$ cat src/rtl/core/bgc_pkg.sv
// Shared types, codes and reset constants of the button gesture classifier.
`timescale 1ns / 1ps

package bgc_pkg;

    localparam int NUM_BUTTONS_DEF = 4;
    localparam int TIME_BITS_DEF   = 32;
    localparam int CFG_W           = 32;
    localparam int CFG_IDX_W       = 2;
    localparam int NOW_W           = 32;

    localparam logic [CFG_W-1:0] LONG_PRESS_RST = CFG_W'(1000000);
    localparam logic [CFG_W-1:0] HOLD_RST       = CFG_W'(500000);
    localparam logic [CFG_W-1:0] DOUBLE_RST     = CFG_W'(500000);

    typedef enum logic [1:0] {
        KIND_TICK   = 2'd0,
        KIND_SAMPLE = 2'd1,
        KIND_INIT   = 2'd2
    } t_kind;

    typedef enum logic [CFG_IDX_W-1:0] {
        CFG_LONG_PRESS = 2'd0,
        CFG_HOLD       = 2'd1,
        CFG_DOUBLE     = 2'd2
    } t_cfg_reg;

    typedef enum logic [2:0] {
        EV_PRESS       = 3'd0,
        EV_RELEASE     = 3'd1,
        EV_CLICK       = 3'd2,
        EV_DOUBLE      = 3'd3,
        EV_LONG_CLICK  = 3'd4,
        EV_LONG_PRESS  = 3'd5,
        EV_HOLD        = 3'd6
    } t_event;

    typedef struct packed {
        logic [CFG_W-1:0] long_press_time;
        logic [CFG_W-1:0] hold_time;
        logic [CFG_W-1:0] double_click_time;
    } t_cfg;

    // Events one button raises for one item, plus its pressed state before and after.
    typedef struct packed {
        logic [1:0] cnt;
        t_event     code0;
        t_event     code1;
        t_event     code2;
        logic       down_now;
        logic       down_next;
    } t_lane_ev;

endpackage

$ cat src/rtl/core/bgc_lane.sv
// One button lane: per-button state, timing compares and event classification.
`timescale 1ns / 1ps

module bgc_lane import bgc_pkg::*; #(
    parameter int TIME_BITS = TIME_BITS_DEF
) (
    input  logic                 i_clk,
    input  logic                 i_rst_n,
    input  logic                 i_load,
    input  logic [1:0]           i_kind,
    input  logic [TIME_BITS-1:0] i_now,
    input  logic                 i_pin,
    input  t_cfg                 i_cfg,
    output t_lane_ev             o_ev
);

    localparam int CW = (TIME_BITS > CFG_W) ? TIME_BITS : CFG_W;

    logic                 r_down, n_down;
    logic                 r_armed, n_armed;
    logic [TIME_BITS-1:0] r_press, n_press;
    logic [TIME_BITS-1:0] r_hold, n_hold;
    logic [TIME_BITS-1:0] r_rel, n_rel;

    logic [TIME_BITS-1:0] w_d_press, w_d_hold, w_d_rel;
    logic                 w_long, w_hold_due, w_dbl_gap, w_pressed;
    t_lane_ev             w_ev;

    // Wrapping differences, compared at the wider of time and register widths.
    assign w_d_press  = i_now - r_press;
    assign w_d_hold   = i_now - r_hold;
    assign w_d_rel    = r_press - r_rel;
    assign w_long     = CW'(w_d_press) > CW'(i_cfg.long_press_time);
    assign w_hold_due = CW'(w_d_hold) > CW'(i_cfg.hold_time);
    assign w_dbl_gap  = CW'(w_d_rel) < CW'(i_cfg.double_click_time);
    assign w_pressed  = ~i_pin;

    always_comb begin
        n_down  = r_down;
        n_armed = r_armed;
        n_press = r_press;
        n_hold  = r_hold;
        n_rel   = r_rel;
        w_ev.cnt   = 2'd0;
        w_ev.code0 = EV_PRESS;
        w_ev.code1 = EV_PRESS;
        w_ev.code2 = EV_PRESS;
        case (t_kind'(i_kind))
            KIND_TICK: begin
                if (r_down && w_long) begin
                    if (r_press == r_hold) begin
                        w_ev.cnt   = 2'd1;
                        w_ev.code0 = EV_LONG_PRESS;
                        n_hold     = i_now;
                    end else if (w_hold_due) begin
                        w_ev.cnt   = 2'd1;
                        w_ev.code0 = EV_HOLD;
                        n_hold     = i_now;
                    end
                end
            end
            KIND_SAMPLE: begin
                if (w_pressed != r_down) begin
                    n_down = w_pressed;
                    if (!w_pressed) begin
                        w_ev.code0 = EV_RELEASE;
                        n_rel      = i_now;
                        if (w_long) begin
                            w_ev.cnt   = 2'd2;
                            w_ev.code1 = EV_LONG_CLICK;
                            n_armed    = 1'b0;
                        end else if (w_dbl_gap) begin
                            w_ev.cnt   = r_armed ? 2'd3 : 2'd2;
                            w_ev.code1 = EV_CLICK;
                            w_ev.code2 = EV_DOUBLE;
                            n_armed    = 1'b0;
                        end else begin
                            w_ev.cnt   = 2'd2;
                            w_ev.code1 = EV_CLICK;
                            n_armed    = 1'b1;
                        end
                    end else begin
                        w_ev.cnt   = 2'd1;
                        w_ev.code0 = EV_PRESS;
                        n_press    = i_now;
                        n_hold     = i_now;
                    end
                end
            end
            KIND_INIT: begin
                n_down  = w_pressed;
                n_press = i_now;
                n_hold  = i_now;
                n_rel   = i_now;
            end
            default: begin
            end
        endcase
        w_ev.down_now  = r_down;
        w_ev.down_next = n_down;
    end

    assign o_ev = w_ev;

    always_ff @(posedge i_clk) begin
        if (!i_rst_n) begin
            r_down  <= 1'b0;
            r_armed <= 1'b1;
            r_press <= '0;
            r_hold  <= '0;
            r_rel   <= '0;
        end else if (i_load) begin
            r_down  <= n_down;
            r_armed <= n_armed;
            r_press <= n_press;
            r_hold  <= n_hold;
            r_rel   <= n_rel;
        end
    end

endmodule

$ cat src/rtl/core/bgc_merge.sv
// Merge stage: hold the lanes' events and issue them one beat at a time in button order.
`timescale 1ns / 1ps

module bgc_merge import bgc_pkg::*; #(
    parameter int NUM_BUTTONS = NUM_BUTTONS_DEF,
    parameter int IDX_W       = 2
) (
    input  logic                   i_clk,
    input  logic                   i_rst_n,
    input  logic                   i_load,
    input  t_lane_ev               i_lanes [NUM_BUTTONS],
    output logic                   o_free,
    output logic                   o_valid,
    input  logic                   i_ready,
    output logic [IDX_W-1:0]       o_button_index,
    output logic [2:0]             o_event_code,
    output logic [NUM_BUTTONS-1:0] o_pressed_mask,
    output logic                   o_last
);

    logic [NUM_BUTTONS-1:0] r_pend;
    logic [1:0]             r_slot;
    logic [1:0]             r_cnt  [NUM_BUTTONS];
    t_event                 r_code [NUM_BUTTONS][3];
    logic [NUM_BUTTONS-1:0] r_mask [NUM_BUTTONS];

    logic                   r_ovalid;
    logic [IDX_W-1:0]       r_obtn;
    t_event                 r_ocode;
    logic [NUM_BUTTONS-1:0] r_omask;
    logic                   r_olast;

    logic [NUM_BUTTONS-1:0] w_lmask [NUM_BUTTONS];
    logic [NUM_BUTTONS-1:0] w_sel_oh;
    logic [IDX_W-1:0]       w_sel;
    logic                   w_emit, w_last_slot, w_final;

    // Button i sees lanes up to i already updated, higher lanes not yet.
    always_comb begin
        for (int l = 0; l < NUM_BUTTONS; l++) begin
            for (int b = 0; b < NUM_BUTTONS; b++) begin
                w_lmask[l][b] = (b <= l) ? i_lanes[b].down_next : i_lanes[b].down_now;
            end
        end
    end

    always_comb begin
        w_sel    = '0;
        w_sel_oh = '0;
        for (int l = NUM_BUTTONS - 1; l >= 0; l--) begin
            if (r_pend[l]) begin
                w_sel    = IDX_W'(l);
                w_sel_oh = NUM_BUTTONS'(1) << l;
            end
        end
    end

    assign w_emit      = (r_pend != '0) && (!r_ovalid || i_ready);
    assign w_last_slot = (r_slot + 2'd1) == r_cnt[w_sel];
    assign w_final     = w_last_slot && ((r_pend & ~w_sel_oh) == '0);
    assign o_free      = (r_pend == '0) || (w_emit && w_final);

    always_ff @(posedge i_clk) begin
        if (!i_rst_n) begin
            r_pend   <= '0;
            r_slot   <= 2'd0;
            r_ovalid <= 1'b0;
        end else begin
            if (w_emit) begin
                r_ovalid <= 1'b1;
            end else if (i_ready) begin
                r_ovalid <= 1'b0;
            end
            if (i_load) begin
                for (int l = 0; l < NUM_BUTTONS; l++) begin
                    r_pend[l] <= i_lanes[l].cnt != 2'd0;
                end
                r_slot <= 2'd0;
            end else if (w_emit) begin
                if (w_last_slot) begin
                    r_pend <= r_pend & ~w_sel_oh;
                    r_slot <= 2'd0;
                end else begin
                    r_slot <= r_slot + 2'd1;
                end
            end
        end
    end

    always_ff @(posedge i_clk) begin
        if (i_load) begin
            for (int l = 0; l < NUM_BUTTONS; l++) begin
                r_cnt[l]     <= i_lanes[l].cnt;
                r_code[l][0] <= i_lanes[l].code0;
                r_code[l][1] <= i_lanes[l].code1;
                r_code[l][2] <= i_lanes[l].code2;
                r_mask[l]    <= w_lmask[l];
            end
        end
        if (w_emit) begin
            r_obtn  <= w_sel;
            r_ocode <= r_code[w_sel][r_slot];
            r_omask <= r_mask[w_sel];
            r_olast <= w_final;
        end
    end

    assign o_valid        = r_ovalid;
    assign o_button_index = r_obtn;
    assign o_event_code   = r_ocode;
    assign o_pressed_mask = r_omask;
    assign o_last         = r_olast;

endmodule

$ cat src/rtl/core/button_gesture_classifier_top.sv
// Top level of the button gesture classifier: configuration, button lanes and merge stage.
`timescale 1ns / 1ps

// Turns timestamped pin samples and ticks for NUM_BUTTONS debounced push buttons
// (level low means pressed) into gesture events: press, release, click, double
// click, long click, long press and repeated hold. Every button has a lane of its
// own holding its pressed state and timestamps; all lanes judge an input beat in
// the same cycle, and the merge stage then issues their events one output beat per
// cycle while i_ready allows, lowest button first, with o_last marking the final
// event of the input beat. Each beat raises E events (0 to 3 per button, at most
// 3 * NUM_BUTTONS), which the merge stage moves one per cycle into the single
// output register, holding a waiting event back while i_ready is low. After a beat
// raising at most one event the next beat can be taken in the following cycle, and
// in general a new beat is taken in the same cycle the previous one's final event
// moves into the output register. Time differences wrap modulo 2^TIME_BITS.
// Configuration registers (long press time, hold spacing, double click gap, all in
// microseconds) are written through the cfg channel, which is always ready; write
// them only while the block is idle. Index 3 is ignored. No clearing pass runs
// after reset.
module button_gesture_classifier_top import bgc_pkg::*; #(
    parameter int NUM_BUTTONS = NUM_BUTTONS_DEF,
    parameter int TIME_BITS   = TIME_BITS_DEF
) (
    input  logic                   i_clk,
    input  logic                   i_rst_n,
    // item input
    input  logic                   i_valid,
    output logic                   o_ready,
    input  logic [1:0]             i_kind,
    input  logic [NOW_W-1:0]       i_now,
    input  logic [NUM_BUTTONS-1:0] i_pin_levels,
    // event output
    output logic                   o_valid,
    input  logic                   i_ready,
    output logic [((NUM_BUTTONS > 1) ? $clog2(NUM_BUTTONS) : 1)-1:0] o_button_index,
    output logic [2:0]             o_event_code,
    output logic [NUM_BUTTONS-1:0] o_pressed_mask,
    output logic                   o_last,
    // configuration writes
    input  logic                   i_cfg_valid,
    output logic                   o_cfg_ready,
    input  logic [CFG_IDX_W-1:0]   i_cfg_index,
    input  logic [CFG_W-1:0]       i_cfg_data
);

    localparam int IDX_W = (NUM_BUTTONS > 1) ? $clog2(NUM_BUTTONS) : 1;

    t_cfg                 r_cfg;
    logic                 w_load;
    logic                 w_free;
    logic [TIME_BITS-1:0] w_now;
    t_lane_ev             w_lanes [NUM_BUTTONS];

    // Configuration: always ready, unknown indexes dropped.
    assign o_cfg_ready = 1'b1;

    always_ff @(posedge i_clk) begin
        if (!i_rst_n) begin
            r_cfg.long_press_time   <= LONG_PRESS_RST;
            r_cfg.hold_time         <= HOLD_RST;
            r_cfg.double_click_time <= DOUBLE_RST;
        end else if (i_cfg_valid && o_cfg_ready) begin
            case (t_cfg_reg'(i_cfg_index))
                CFG_LONG_PRESS: r_cfg.long_press_time   <= i_cfg_data;
                CFG_HOLD:       r_cfg.hold_time         <= i_cfg_data;
                CFG_DOUBLE:     r_cfg.double_click_time <= i_cfg_data;
                default: begin
                end
            endcase
        end
    end

    // Take a beat whenever the merge stage has room for its events.
    assign o_ready = w_free;
    assign w_load  = i_valid && w_free;
    assign w_now   = TIME_BITS'(i_now);

    // One lane per button; all of them judge the same beat in parallel.
    for (genvar g = 0; g < NUM_BUTTONS; g++) begin : g_lane
        bgc_lane #(
            .TIME_BITS (TIME_BITS)
        ) u_lane (
            .i_clk  (i_clk),
            .i_rst_n(i_rst_n),
            .i_load (w_load),
            .i_kind (i_kind),
            .i_now  (w_now),
            .i_pin  (i_pin_levels[g]),
            .i_cfg  (r_cfg),
            .o_ev   (w_lanes[g])
        );
    end

    // Serialise the lanes' findings in button order.
    bgc_merge #(
        .NUM_BUTTONS(NUM_BUTTONS),
        .IDX_W      (IDX_W)
    ) u_merge (
        .i_clk         (i_clk),
        .i_rst_n       (i_rst_n),
        .i_load        (w_load),
        .i_lanes       (w_lanes),
        .o_free        (w_free),
        .o_valid       (o_valid),
        .i_ready       (i_ready),
        .o_button_index(o_button_index),
        .o_event_code  (o_event_code),
        .o_pressed_mask(o_pressed_mask),
        .o_last        (o_last)
    );

    // The event's own button bit reflects whether the event belongs to a held button.
    a_own_bit: assert property (@(posedge i_clk) disable iff (!i_rst_n)
        o_valid |-> (o_pressed_mask[o_button_index] ==
                     (o_event_code == EV_PRESS || o_event_code == EV_LONG_PRESS ||
                      o_event_code == EV_HOLD)))
        else $error("pressed mask disagrees with event code");

    // A release is never final and is followed at once by its click or long click.
    a_release_next: assert property (@(posedge i_clk) disable iff (!i_rst_n)
        (o_valid && i_ready && o_event_code == EV_RELEASE) |->
            !o_last ##1 (o_valid && o_button_index == $past(o_button_index) &&
                         (o_event_code == EV_CLICK || o_event_code == EV_LONG_CLICK)))
        else $error("release not followed by its click");

    // After a click that is not final, the next event is another button's or its double click.
    a_double_after_click: assert property (@(posedge i_clk) disable iff (!i_rst_n)
        (o_valid && i_ready && o_event_code == EV_CLICK && !o_last) |=>
            (o_valid && (o_button_index != $past(o_button_index) ||
                         o_event_code == EV_DOUBLE)))
        else $error("click followed by wrong event of the same button");

endmodule

$ cat config.mk
export PLATFORM = sky130hd
export DESIGN_NAME = button_gesture_classifier_top
export DESIGN_NICKNAME = d
export VERILOG_FILES = /design/src/rtl/core/bgc_pkg.sv /design/src/rtl/core/bgc_lane.sv /design/src/rtl/core/bgc_merge.sv /design/src/rtl/core/button_gesture_classifier_top.sv
export SDC_FILE = /design/constraint.sdc
export NUM_CORES = 2
export LEC_CHECK = 0
export ABC_CLOCK_PERIOD_IN_PS = 12500
export BUFFER_PORTS_ARGS = -buffer_cell sky130_fd_sc_hd__buf_2
export CAP_MARGIN = 20
export CORE_ASPECT_RATIO = 1.5
export CORE_MARGIN = 5
export CORE_UTILIZATION = 65
export CTS_CLUSTER_SIZE = 40
export DETAILED_ROUTE_END_ITERATION = 10
export HOLD_SLACK_MARGIN = 0.02
export PLACE_DENSITY = 0.79
export SETUP_SLACK_MARGIN = 0.15
export SLEW_MARGIN = 10
export SYNTH_ARGS = -nofsm -noshare
export SYNTH_HDL_FRONTEND = slang
export SYNTH_SLANG_ARGS = --single-unit
$ cat constraint.sdc
create_clock -name i_clk -period 12.5 [get_ports i_clk]
set_input_delay 0.625 -clock i_clk [delete_from_list [all_inputs] [get_ports i_clk]]
set_output_delay 0.625 -clock i_clk [all_outputs]
set_load 0.005 [all_outputs]
# --- After elaboration in Yosys (flattened, before gate mapping) ---
# Memory sizes are Yosys's and may differ from the RTL's. A register that Yosys moved wholly into a read port is not among the register bits.
# Index checks and enable logic that the tools add are counted.
totals:
  ramBits: 60
  register_bits: 501
  memories: 3
op_classes:
  reduce_logical: 46
  order_cmp: 13
  mux: 131
  add_sub_neg: 13
  n_bitwise: 8
  eq_ne: 33
memory_table:
  columns: ["name", "words", "word_bits", "rd", "rd_ports_with_merged_regs", "wr", "line_no", "text"]
  rows:
  - ["u_merge.r_code", 4, 9, 1, 0, 4, "bgc_merge.sv:24", "t_event r_code [NUM_BUTTONS][3];"]
  - ["u_merge.r_mask", 4, 4, 1, 1, 4, "bgc_merge.sv:25", "logic [NUM_BUTTONS-1:0] r_mask [NUM_BUTTONS];"]
  - ["u_merge.r_cnt", 4, 2, 1, 0, 4, "bgc_merge.sv:23", "logic [1:0] r_cnt [NUM_BUTTONS];"]
op_table:
  columns: ["operator", "count"]
  rows:
  - ["two-way mux 32 bit", 28]
  - ["one-hot mux 32 bit (2 select lines)", 8]
  - ["one-hot mux 32 bit (3 select lines)", 4]
  - ["subtractor 32 bit", 12]
  - ["> comparator 32 bit", 8]
  - ["== test 32 bit", 4]
  - ["< comparator 32 bit", 4]
  - ["two-way mux 4 bit", 15]
  - ["two-way mux 6 bit", 8]
  - ["AND reduction 4 bit", 12]
  - ["two-way mux 11 bit", 4]
  - ["two-way mux 5 bit", 8]
  - ["one-hot mux 5 bit (2 select lines)", 4]
  - ["two-way mux 2 bit", 17]
  - ["two-way mux 3 bit", 10]
  - ["AND reduction 6 bit", 4]
  - ["two-way mux 1 bit", 20]
  - ["!= test 2 x 1 -> 1 bit (second input constant)", 8]
  - ["!= test 2 bit (second input constant)", 8]
  - ["nonzero test 2 bit", 8]
  - ["!= test 3 x 1 -> 1 bit (second input constant)", 4]
  - ["logical AND 1 bit", 8]
  - ["logical NOT 4 bit", 2]
  - ["one-hot mux 1 bit (2 select lines)", 4]
  - ["other kinds (18)", 32]

# --- Longest topological paths before layout ---
logic_depth:
  word_depth: 13
  mapped_depth: 28
  depth_no_buf: 25

# --- Hierarchy ---
# Synthesis repeated with hierarchy kept, for this count alone.
unflattened:
  hier_cells: 6841
  area_unflattened_um2: 53187.3
by_module_without_submodules:
  columns: ["module", "cells_each", "area_per_inst_um2", "n_inst"]
  rows:
  - ["bgc_lane (g_lane[1].u_lane ...)", 1581, 11592.4, 2]
  - ["bgc_lane (g_lane[0].u_lane)", 1591, 11842.6, 1]
  - ["bgc_lane (g_lane[3].u_lane)", 1552, 11654.9, 1]
  - ["button_gesture_classifier_top", 361, 3736.1, 1]
  - ["bgc_merge", 175, 2768.9, 1]

# --- Worst setup path after synthesis ---
# No wires, ideal clock.
synth_path:
  kind: "input port to flip-flop"
  startpoint: "input port i_now[0]"
  endpoint: "register g_lane[3].u_lane.r_hold[10]"
  path_stages: 25
  arrival_time_ps: 5567
  path_buffers: 2
  required_time_ps: 12374
  path_slack_ps: 6806
  path_cell_list: "buf_2 inv_1 ha_1 inv_1 fa_1 a21o_1 a211oi_1 o21ai_0 nand4_1 a211oi_1 o311a_1 o21a_1 o21a_1 a221oi_1 xnor2_1 ha_1 nand4_1 or3_1 nor2_1 o21ai_0 a22oi_1 nor3b_1 o211ai_2 buf_2 mux2i_1"
synth_between:
  elab_chain_len: 5
  word_cells_on_any_way: 8
  classes_between: "add/sub (2); order compare (2); eq/ne (2); reduce/logical (2)"
synth_lines:
  columns: ["element", "line_no", "text"]
  rows:
  - ["from (decl)", "button_gesture_classifier_top.sv:30", "input logic [NOW_W-1:0] i_now,"]
  - ["subtractor 32 bit", "bgc_lane.sv:30", "assign w_d_press = i_now - r_press;"]
  - ["> comparator 32 bit", "bgc_lane.sv:33", "assign w_long = CW'(w_d_press) > CW'(i_cfg.long_press_time);"]
  - ["logical AND 1 bit", "bgc_lane.sv:50", "if (r_down && w_long) begin"]
  - ["!= test 2 x 1 -> 1 bit (no line)", null, null]
  - ["AND reduction 6 bit (no line) (*)", null, null]
  - ["to (signal assigned)", "bgc_lane.sv:116", "r_hold <= n_hold;"]
  - ["to (decl)", "bgc_lane.sv:22", "logic [TIME_BITS-1:0] r_hold, n_hold;"]
# Mark *: on every way between the ends. The rest lies on a longest branch, timed or not.
# A chain may end at the register's enable or synchronous reset.

# --- Worst setup path after layout ---
layout_path:
  startpoint: "input port i_now[0]"
  endpoint: "register g_lane[3].u_lane.r_hold[21]"
# Same word-level chain as after synthesis.

==> flow_metrics.py <==
metrics = {
    "outcome": {
        "outcome": "complete, no violations",
    },
    "synthesis": {
        "syn_inst": 6240,
        "synth_ff_type": "dfxtp_1",
        "synthesis.area_sq_um": 49230,
        "synthArstFlopShare": 0,
        "yosys.area.top_type_share": 0.2013,
        "avgSynthCellArea_sq_um": 7.890,
        "yosys-top-cells-area": "dfxtp_1 (20%), ha_1 (20%), nand2_1 (5.7%), xnor2_1 (4.9%), inv_1 (4.4%)",
        "synth.largest_area_cell": "dfxtp_1",
        "synth_edf_count": 49,
        "ys_types": 87,
        "yosysSeqAreaShare": 0.2312,
        "ys_ff_latch": 544,
        "syn-num-nets": 7097,
        "ys.warnings.count": 0,
    },
    "floorplanning": {
        "core_area_sq_um": 75100,
        "rows": 123,
        "die_x_um": 234.7,
        "fp.dieH_um": 347.1,
        "initial_core_util": 0.6555,
        "ios": 90,
        "die_area_sq_um": 81460,
    },
    "cts": {
        "cts_tree": "built",
        "numClockSinks": 544,
        "root_buffer": "clkbuf_16",
        "cts_resized": 0,
        "clkLatencyLatePin_ns": 0.66,
        "cts_made_buffers": 55,
        "cts_setup_buffers": 0,
        "cts_hold_buf": 0,
        "clk_pin_slew_ns": 0.07,
        "h-tree-depth": 2,
        "clock_path_buffers": 3,
    },
    "setup_path": {
        "reg2reg_to": "g_lane[3].u_lane.r_hold[21]",
        "r2r.worst_path.cells": 23,
        "worstSetupEndpointType": "flop",
        "worstSetupPathType": "input port to flop",
        "crit_top_cell": "a21o_1",
        "cp_slowest_cell": "buf_4",
        "cp_max_fo": 32,
        "r2r_slack_ns": 5.32,
        "r2r_start": "g_lane[3].u_lane.r_hold[0]",
        "max_stage_delay_ns": 0.58,
        "arrival_ns": 7.92,
        "critPathRequiredTime_ns": 13.06,
        "cp-start-kind": "input port",
    },
    "sta": {
        "max_freq_ghz": 0.1358,
        "setup_viol_count_final": 0,
        "hold_viol": 0,
        "fin_crit_sh": 0.5890,
        "holdWs_ns": 0.2487,
        "finClkSkew_ns": 0.03099,
        "setup_tns_ns": 0,
        "slew_viol_final": 0,
        "relSlewSlack": 0.1765,
        "worstMarginPinSlew_ns": 1.225,
        "post-route-min-period_ns": 7.362,
        "rsz0062_at_grt": "no",
    },
    "power_and_ir_drop": {
        "finalPower_mw": 11.83,
        "power_density_nw_per_um2": 227.4,
        "ir_drop_mv": 0.1296,
        "p_leak_nw": 22.62,
    },
    "global_route": {
        "overflow": 0,
        "antenna_found_initial": 6,
        "grt_pass1_vias": 44034,
        "grt_pass1_wl_mm": 255.4,
        "grt_max_degree": 228,
        "gr-usage-all-layers": 0.4028,
    },
    "detailed_routing": {
        "routed_wirelength_mm": 173.6,
        "route.vias.total": 46603,
        "postRouteAntennaNets": 0,
        "vias_per_cell": 6.441,
        "dr.pass1.iters": 8,
        "drtIter0Drc": 4650,
        "drc": 0,
        "wl_per_cell_um": 23.99,
    },
    "hold_path": {
        "holdPathStages": 3,
        "worst_hold_startpoint": "i_cfg_data[27]",
        "hold_path.class": "input port to flop",
        "whs_endpoint": "r_cfg[91]",
    },
    "placement": {
        "hpwl_mm": 134.7,
        "gp_congestion": 1.081,
        "portBuffers": 88,
    },
    "job": {
        "max_cap_viol_count": 0,
    },
    "cells_and_area": {
        "area_growth_pct": 5.706,
        "layout_common_cells": "ha_1 (768), nand2_1 (751), inv_1 (577)",
        "finalNetCount": 7048,
        "drive_gt1_frac": 0.04459,
        "final_common_cell": "ha_1",
    },
}
cell type report:
| cell class | count | area (sq um) |
|---|---|---|
| antenna | 1 | 2.502 |
| clock buffer | 67 | 1491 |
| clock inverter | 33 | 335.3 |
| fill | 6414 | 23060 |
| inverter | 578 | 2171 |
| multi-input combinational | 4887 | 34610 |
| sequential | 544 | 11380 |
| tap | 1000 | 1251 |
| timing repair buffer | 125 | 793.3 |
worst max-delay path by stage:
| stage | start | end | slack [ns] | depth (start not counted) |
|---|---|---|---|---|
| floorplan | i_now[0] | g_lane[3].u_lane.r_hold[10] | 6.81 | 25 |
| global placement | i_now[0] | g_lane[3].u_lane.r_hold[1] | 4.91 | 25 |
| detailed placement | i_now[0] | g_lane[3].u_lane.r_hold[25] | 4.75 | 25 |
| CTS | i_now[0] | g_lane[3].u_lane.r_hold[25] | 5.41 | 25 |
| global route | i_now[0] | g_lane[3].u_lane.r_hold[25] | 5.04 | 25 |
| finish | i_now[0] | g_lane[3].u_lane.r_hold[21] | 5.14 | 25 |
state kept, by name (all words and copies together), names as in the netlist:
register,cells
g_lane.u_lane.r_press,128
g_lane.u_lane.r_armed,4
g_lane.u_lane.r_rel,128
u_merge.o_last,1
u_merge.o_event_code,3
r_cfg,96
u_merge.r_cnt,8
u_merge.r_slot,2
u_merge.o_button_index,2
u_merge.r_pend,4
u_merge.r_mask,7
u_merge.o_pressed_mask,4
g_lane.u_lane.r_down,4
u_merge.r_code,24
g_lane.u_lane.r_hold,128
u_merge.o_valid,1
cells by family (layout without fill, tap and decap cells):
kind of cell / after synthesis / count (layout) / synth area share
simple gates: 1830 / 1830 / 0.1740
xor+xnor: 469 / 469 / 0.08344
flops: 544 / 544 / 0.2312
fa+ha+maj: 781 / 781 / 0.2003
other cells: 1 / 2 / 0.00007617
buf+inv: 809 / 803 / 0.06626
mux: 146 / 146 / 0.03103
compound gates: 1660 / 1660 / 0.2138
worst max-delay path: cells and delay by family:
| family | cells | cell delay, ns |
|---|---|---|
| AOI/OAI and AO/OA | 15 | 4.56 |
| xor gates and xnor gates | 1 | 0.14 |
| adders and majority gates | 3 | 0.91 |
| buffers and inverters | 4 | 1.19 |
| muxes | 1 | 0.29 |
| and+or+nand+nor | 1 | 0.16 |
where the power goes:
group	total, mW	switching (mW)	internal (mW)
combinational	7.56	4.48	3.08
clock	1.74	0.792	0.943
sequential	2.53	0.403	2.13
Yosys cell counts (all sizes together) (9+ instances only):
master and instances:
ha 768, nand2 751, inv 577, dfxtp 495, o21ai 477, a21oi 379, nand3 344, a21o 280
xnor2 275, nor2 255, xor2 194, clkbuf 166, mux2i 138, nand4 109, a21boi 99, nor3 69
o21a 69, buf 65, nor2b 63, o21bai 50, edfxtp 49, nand2b 49, o211ai 49, and3 43
a31oi 42, nor4 38, o31ai 31, a211oi 30, or3 22, and2 18, and4 16, a2111oi 14
or2 14, o2111ai 13, a211o 12, fa 12, a221o 11, a41oi 11, a31o 10, nand3b 10
nor3b 10, o41ai 9
stage by stage:
step | setup WS [ns] | instance area, sq um | std cells | utilization
after floorplan | 6.806 | 49230 | 6240 | -
after detailed placement | 4.755 | 50140 | 7131 | 0.6676
after global placement | 4.913 | 50140 | 7131 | 0.6676
after CTS | 5.414 | 51960 | 7231 | 0.6919
after global routing | 5.037 | 52040 | 7234 | 0.6929
final | 5.138 | 52040 | 7235 | 0.6929
per-layer routing:
metal,part of all wire,global-route usage,up-vias
met5,0.00018,0.001166,-
met4,0.10,0.3279,4
met3,0.10,0.08107,656
met2,0.44,0.6411,2328
met1,0.36,0.4693,21624
li1,-,-,21991
Power figures use the tool's default switching activity.
